### src/rtl/psb_pkg.sv
// psb_pkg: shared constants and types for the positional sequence buffer
// depends on nothing; imported by every module of the block

package psb_pkg;

  // storage size and derived widths
  localparam int CAPACITY   = 16;
  localparam int DATA_WIDTH = 32;
  localparam int IDX_W      = $clog2(CAPACITY);
  localparam int CNT_W      = $clog2(CAPACITY + 1);

  // fixed port field widths
  localparam int CMD_W   = 2;
  localparam int POS_W   = 5;
  localparam int VALUE_W = 32;
  localparam int LEN_W   = 5;

  // operation codes
  localparam logic [CMD_W-1:0] OP_APPEND = 2'd0;
  localparam logic [CMD_W-1:0] OP_INSERT = 2'd1;
  localparam logic [CMD_W-1:0] OP_READ   = 2'd2;
  localparam logic [CMD_W-1:0] OP_REMOVE = 2'd3;

  // controller commands to the datapath
  typedef struct packed {
    logic load;  // capture the request word
    logic exec;  // perform the captured request
  } psb_cmd_t;

endpackage

### src/rtl/psb_ctrl.sv
// psb_ctrl: controller state machine, sequences capture and execute of one request
// depends on psb_pkg

module psb_ctrl (
  input  logic              clk,
  input  logic              rst,
  input  logic              start,
  output logic              busy,
  output psb_pkg::psb_cmd_t cmd_o
);
  import psb_pkg::*;

  localparam logic ST_IDLE = 1'b0;
  localparam logic ST_EXEC = 1'b1;

  logic state;
  logic state_next;

  // next state
  always_comb begin
    state_next = state;
    unique case (state)
      ST_IDLE: begin
        if (start) state_next = ST_EXEC;
      end
      ST_EXEC: begin
        state_next = ST_IDLE;
      end
      default: begin
        state_next = ST_IDLE;
      end
    endcase
  end

  // state register
  always_ff @(posedge clk) begin
    if (rst) begin
      state <= ST_IDLE;
    end else begin
      state <= state_next;
    end
  end

  // commands and handshake
  assign busy       = (state == ST_EXEC);
  assign cmd_o.load = (state == ST_IDLE) && start;
  assign cmd_o.exec = (state == ST_EXEC);

endmodule

### src/rtl/psb_datapath.sv
// psb_datapath: request registers, entry shift chain, count and result registers
// depends on psb_pkg

module psb_datapath (
  input  logic                         clk,
  input  logic                         rst,
  input  psb_pkg::psb_cmd_t            cmd_i,
  input  logic [psb_pkg::CMD_W-1:0]    cmd,
  input  logic [psb_pkg::POS_W-1:0]    position,
  input  logic [psb_pkg::VALUE_W-1:0]  value,
  output logic                         done,
  output logic [psb_pkg::VALUE_W-1:0]  data_out,
  output logic                         ok,
  output logic [psb_pkg::LEN_W-1:0]    length
);
  import psb_pkg::*;

  logic [CMD_W-1:0]      req_cmd;
  logic [POS_W-1:0]      req_pos;
  logic [DATA_WIDTH-1:0] req_val;

  logic [DATA_WIDTH-1:0] entries [CAPACITY];
  logic [CNT_W-1:0]      count;
  logic [CNT_W-1:0]      count_next;

  logic                  is_add;
  logic                  is_remove;
  logic [POS_W:0]        pos_x;
  logic [POS_W:0]        cnt_x;
  logic [CNT_W-1:0]      ins_pos;
  logic                  req_ok;
  logic [DATA_WIDTH-1:0] rd_word;

  // request capture
  always_ff @(posedge clk) begin
    if (cmd_i.load) begin
      req_cmd <= cmd;
      req_pos <= position;
      req_val <= value[DATA_WIDTH-1:0];
    end
  end

  // request decode and range checks
  always_comb begin
    pos_x     = {1'b0, req_pos};
    cnt_x     = (POS_W + 1)'(count);
    is_add    = (req_cmd == OP_APPEND) || (req_cmd == OP_INSERT);
    is_remove = (req_cmd == OP_REMOVE);
    ins_pos   = (req_cmd == OP_APPEND) ? count : CNT_W'(req_pos);
    unique case (req_cmd)
      OP_APPEND: req_ok = (count < CNT_W'(CAPACITY));
      OP_INSERT: req_ok = (pos_x <= cnt_x) && (count < CNT_W'(CAPACITY));
      OP_READ:   req_ok = (pos_x < cnt_x);
      OP_REMOVE: req_ok = (pos_x < cnt_x);
      default:   req_ok = 1'b0;
    endcase
  end

  // word at the requested position, valid only when in range
  assign rd_word = entries[req_pos[IDX_W-1:0]];

  // count update
  always_comb begin
    count_next = count;
    if (req_ok && is_add) begin
      count_next = count + CNT_W'(1);
    end else if (req_ok && is_remove) begin
      count_next = count - CNT_W'(1);
    end
  end

  always_ff @(posedge clk) begin
    if (rst) begin
      count <= '0;
    end else if (cmd_i.exec) begin
      count <= count_next;
    end
  end

  // shift chain: each entry keeps its word, takes the request value, or takes its lower or its upper neighbor
  for (genvar i = 0; i < CAPACITY; i++) begin : g_entry
    if (i == 0) begin : g_first
      always_ff @(posedge clk) begin
        if (cmd_i.exec && req_ok) begin
          if (is_add && (ins_pos == CNT_W'(i))) begin
            entries[i] <= req_val;
          end else if (is_remove && (CNT_W'(i) >= CNT_W'(req_pos))
                       && (CNT_W'(i + 1) < count)) begin
            entries[i] <= entries[i + 1];
          end
        end
      end
    end else if (i == CAPACITY - 1) begin : g_last
      always_ff @(posedge clk) begin
        if (cmd_i.exec && req_ok && is_add) begin
          if (ins_pos == CNT_W'(i)) begin
            entries[i] <= req_val;
          end else if ((CNT_W'(i) > ins_pos) && (CNT_W'(i) <= count)) begin
            entries[i] <= entries[i - 1];
          end
        end
      end
    end else begin : g_mid
      always_ff @(posedge clk) begin
        if (cmd_i.exec && req_ok) begin
          if (is_add && (ins_pos == CNT_W'(i))) begin
            entries[i] <= req_val;
          end else if (is_add && (CNT_W'(i) > ins_pos) && (CNT_W'(i) <= count)) begin
            entries[i] <= entries[i - 1];
          end else if (is_remove && (CNT_W'(i) >= CNT_W'(req_pos))
                       && (CNT_W'(i + 1) < count)) begin
            entries[i] <= entries[i + 1];
          end
        end
      end
    end
  end

  // result word registers
  always_ff @(posedge clk) begin
    if (rst) begin
      done <= 1'b0;
    end else begin
      done <= cmd_i.exec;
    end
  end

  always_ff @(posedge clk) begin
    if (cmd_i.exec) begin
      ok       <= req_ok;
      length   <= LEN_W'(count_next);
      data_out <= (req_ok && !is_add) ? VALUE_W'(rd_word) : '0;
    end
  end

endmodule

### src/rtl/positional_sequence_buffer_unit.sv
// positional_sequence_buffer_unit: top level of the positional sequence buffer
// depends on psb_pkg, psb_ctrl and psb_datapath

// A request word (cmd, position, value) is taken at a clock edge where start is
// high and busy is low. The block then executes it in the register shift chain,
// with busy high, and takes no new request before it is through with this one.
// The result word appears on data_out, ok and length for exactly one
// cycle, marked by done, in the cycle after the execute cycle; the receiver must
// take it then, it cannot hold results off. Append and insert on a full store
// and any position out of range return ok low, data_out zero and leave the
// store as it was; length always reports the entry count after the request.

module positional_sequence_buffer_unit (
  input  logic                         clk,
  input  logic                         rst,
  input  logic                         start,
  output logic                         busy,
  input  logic [psb_pkg::CMD_W-1:0]    cmd,
  input  logic [psb_pkg::POS_W-1:0]    position,
  input  logic [psb_pkg::VALUE_W-1:0]  value,
  output logic                         done,
  output logic [psb_pkg::VALUE_W-1:0]  data_out,
  output logic                         ok,
  output logic [psb_pkg::LEN_W-1:0]    length
);
  import psb_pkg::*;

  psb_cmd_t ctrl_cmd;

  // controller
  psb_ctrl u_ctrl (
    .clk   (clk),
    .rst   (rst),
    .start (start),
    .busy  (busy),
    .cmd_o (ctrl_cmd)
  );

  // datapath
  psb_datapath u_datapath (
    .clk      (clk),
    .rst      (rst),
    .cmd_i    (ctrl_cmd),
    .cmd      (cmd),
    .position (position),
    .value    (value),
    .done     (done),
    .data_out (data_out),
    .ok       (ok),
    .length   (length)
  );

endmodule
### config.mk
export PLATFORM = sky130hd
export DESIGN_NAME = positional_sequence_buffer_unit
export DESIGN_NICKNAME = d
export VERILOG_FILES = /design/src/rtl/psb_pkg.sv /design/src/rtl/psb_ctrl.sv /design/src/rtl/psb_datapath.sv /design/src/rtl/positional_sequence_buffer_unit.sv
export SDC_FILE = /design/constraint.sdc
export NUM_CORES = 1
export LEC_CHECK = 0
export BUFFER_PORTS_ARGS = -buffer_cell sky130_fd_sc_hd__buf_2
export CAP_MARGIN = 40
export CORE_MARGIN = 3
export CORE_UTILIZATION = 30
export DETAILED_ROUTE_END_ITERATION = 6
export PLACE_DENSITY = 0.52
export RECOVER_POWER = 100
export SETUP_SLACK_MARGIN = 0.2
export SYNTH_ARGS = -nofsm -noshare
export SYNTH_HDL_FRONTEND = slang
export SYNTH_HIERARCHICAL = 1
export SYNTH_SLANG_ARGS = --single-unit
export TNS_END_PERCENT = 50
### constraint.sdc
create_clock -name clk -period 7.9 [get_ports clk]
set_input_delay 1.58 -clock clk [delete_from_list [all_inputs] [get_ports clk]]
set_output_delay 1.58 -clock clk [all_outputs]
set_load 0.05 [all_outputs]
==> results by group <==
Floorplan
  • Core Footprint: 0.111 mm2
  • Die X: 341 um
  • Die area: 0.116 mm2
  • Initial Util: 0.303
  • Ports: 82
  • Die Ht: 341 um
  • Rows: 122

Setup path
  • Capture point of the worst reg-to-reg path: u_datapath/entries[1][1]
  • CP cell instances: inv_1 -> ha_1 -> nand3_1 -> o31ai_1 -> a21o_1 -> nand2_1 -> clkbuf_1 -> o21ai_4 -> clkbuf_1
  • CP top delay family: buffers and inverters
  • Critical Path RT: 8100 ps
  • Setup crit start kind: flop
  • Worst setup EP type: flop
  • Critical path peak fanout: 21
  • Most used cell, CP: clkbuf_1
  • RR Startpoint: u_datapath/count[4]
  • Crit path largest cell delay: 1480 ps
  • Bufs and invs on worst path: 3
  • Worst R2R Path Depth: 9
  • Critical-path top delay cell: clkbuf_1
  • Reg-to-reg slack, setup: 1610 ps
  • Crit Path Class: flop to flop
  • Worst Path Arrival: 6480 ps

Route
  • Detail Route Antenna Nets: 0
  • Final wirelength: 110000 um
  • Highest Signal Layer: met4
  • Vias per cell: 5.53
  • DR DRC count: 0
  • Met1 WL: 50300 um
  • DRT iter0 DRCs: 2383
  • Pre-antenna DRT Iters: 6
  • Met3 WL: 8030 um
  • Wire per inst: 25.8 um
  • Vias: 23597
  • Met2 wire len: 49200 um

Synth
  • Seq/Total Area, Yosys: 0.529
  • Synthesized netlist cell count: 2750
  • Ys Warns: 6
  • Synth Flop Type: edfxtp_1
  • Yosys reg bits: 596
  • Yosys cell types: 74
  • Post-synth EDFFs: 589
  • Async SR Flop Fraction: 0
  • Syn avg cell area: 12.3 um2
  • Post-Syn Nets: 2802
  • Mapped cell area: 0.0337 mm2

Hold path
  • Worst min path class: flop to flop
  • Hold Crit Depth: 2
  • Hold endpoint: u_datapath/entries[14][4]
  • HP Start: u_datapath/entries[15][4]

STA
  • Fin crit period: 6290 ps
  • RSZ-0062 raised after global routing: false
  • Fin Setup TNS: 0 ps
  • # setup viols final: 0
  • Slew Viols, Final: 702
  • Fmax: 159 MHz
  • Worst Skew: 26.3 ps
  • Final hold vios: 0
  • Worst Max-Slew Pin Slew: 3970 ps
  • Slew HR: -1.65
  • Tcrit/Tclk final: 0.796

Status
  • Violated checks: max-capacitance violations, max-slew violations
  • Status: finished, violations left

CTS
  • CTS Hold Buffers Added: 0
  • CTS tree: done
  • CTS Buf Count: 72
  • H-tree Lvls: 3
  • Clk sinks: 596
  • Setup Buffers After CTS: 0
  • Maximum buffer depth of the clock tree: 3
  • CTS root buffer: clkbuf_16
  • Worst-skew pair later-pin latency: 630 ps
  • PostCTS Resize Cnt: 0
  • Clk slew on worst S/H paths: 60 ps

Global route
  • GRT Total Usage: 0.186
  • GR Overflow Total: 0
  • Number of global-route vias before repair: 23267
  • Initial antenna violation count: 2
  • First-pass GRT wire length: 162000 um
  • Largest net degree at the start of global routing: 116

Layout
  • Layout area overhead: 11.7%
  • Final net count: 2774
  • Non-Filler Instances: 4269
  • Proportion of layout cells with a drive suffix above 1: 0.188
  • Fin area: 0.0377 mm2

Placed design
  • Dpl cell area: 0.0357 mm2
  • Inst Count DP: 4136
  • Global placer's final weighted congestion: 0.854
  • Final HPWL DP: 65900 um
  • IO buf count: 81

Pwr
  • VDD IR-drop max: 0.000136 V
  • Pwr per Cell Area: 196 mW/mm2
  • Static leakage: 11.4 nW

Flow run
  • Max-Cap Viols: 22
[synth_stat cells, drive strengths merged, types with 2 or more instances]
library cell	instances	area (um2)
o22ai	33	206
mux2i	290	2920
a21o	5	37.5
o31ai	3	27.5
a221oi	4	35.0
nand2	353	1330
edfxtp	589	17700
clkbuf	151	567
and3	4	25.0
nor2b	34	213
nand4	3	18.8
nand3	15	75.1
nor4b	6	82.6
dfxtp	7	140
a22oi	2	15.0
nand2b	5	31.3
o21ai	148	741
or4	4	30.0
or2	5	31.3
nor2	285	1080
nor3	14	90.1
and2	4	25.0
or3	6	37.5
a31o	4	35.0
o21a	3	22.5
mux4	160	3600
a2bb2oi	32	280
a21boi	2	15.0
o211ai	4	35.0
ha	10	125
a211oi	2	15.0
xnor2	4	35.0
a31oi	105	657
nor4	14	190
buf	100	643
o211a	2	20.0
inv	11	41.3
o32ai	3	26.3
mux2	132	1490
a21oi	179	903
[flip-flops by register name, summed over array words and instances (netlist names)]
name / count
u_datapath/entries: 512
u_datapath/req_cmd: 2
u_datapath/req_pos: 5
u_datapath/data_out: 32
u_ctrl/busy: 1
u_datapath/req_val: 32
u_datapath/done: 1
u_datapath/ok: 1
u_datapath/length: 5
u_datapath/count: 5
[tightest hold or removal path, cell delays in order, from the launching register on]
cell and delay, ps:
edfxtp_1 350, nand2_1 50, o21ai_0 60
[kinds of logic (layout without fill, tap and decap cells)]
family	Yosys count	in the layout	synth area share
AOI/OAI and AO/OA	540	540	0.0937
xor gates and xnor gates	4	4	0.00104
adders and majority gates	10	10	0.00371
buffers and inverters	262	292	0.0371
DFF	596	596	0.529
muxes	582	582	0.238
other	0	1	0
and+or+nand+nor	756	756	0.0978
[how the worst max path moves through the flow]
stage | from | endpoint | slack [ps] | cells past startpoint
3_3_place_gp | u_datapath/count[4] | u_datapath/entries[4][24] | 3040 | 10
5_1_grt | u_ctrl/busy | u_datapath/entries[10][26] | 1310 | 4
2_1_floorplan | u_datapath/count[1] | u_datapath/entries[10][0] | 1560 | 8
4_1_cts | u_datapath/count[4] | u_datapath/entries[4][24] | 2880 | 10
6_report | u_datapath/count[4] | u_datapath/entries[1][1] | 1610 | 9
3_5_place_dp | u_datapath/count[4] | u_datapath/entries[4][25] | 2910 | 10
[final cells by class]
type	count	area [um2]
clock inverters	49	408
well taps	1488	1860
clock buffers	83	1860
fillers	11094	73500
multi-input cells	1892	14800
repair buffers	149	847
flip-flops and latches	596	17800
inverters	11	41.3
diodes	1	2.50
[cells in the final DEF, fill, tap and decap left out, types with 5 or more instances in the layout]
cell         n
clkbuf_1    81
clkbuf_2     7
nor2b_1     34
nor2_1     281
inv_1       10
mux2i_1    288
a2bb2oi_1   32
o21ai_1      5
nor4_4       5
ha_1        10
mux4_2     160
a21oi_1    174
clkinv_1    21
edfxtp_1   589
nand2_1    352
o22ai_1     33
buf_2       28
bufinv_16    5
buf_12       5
clkinv_2    13
nand3_1     10
mux2_2     131
nor3_1      10
buf_4       37
a21o_1       5
clkbuf_16   73
a31oi_1    104
nor4_1       8
nor4b_1      5
or3_1        5
dfxtp_1      7
o21ai_0    139
[routing by layer]
layer  global-route usage  vias to the layer above
li1                     -                    10437
met1                0.267                    12009
met2                0.290                      990
met3               0.0326                      161
met4               0.0499                        0
met5                    0                        -
[report_power, final]
group | switching [mW] | internal (mW) | total (mW) | leakage [nW]
combinational | 0.295 | 0.236 | 0.530 | 4.90
clock | 1.40 | 1.86 | 3.26 | 1.11
sequential | 0.0652 | 3.52 | 3.58 | 5.40
[per-stage QoR]
step                setup slack, ps  hold slack (ps)  power, mW   util
floorplan                      1560              516       4.01      -
global placement               3040              537       4.18  0.320
detailed placement             2910              544       4.18  0.321
CTS                            2880              562       7.46  0.342
global route                   1310              571       7.65  0.339
finish                         1610              560       7.37  0.339
Power figures use the tool's default switching activity.
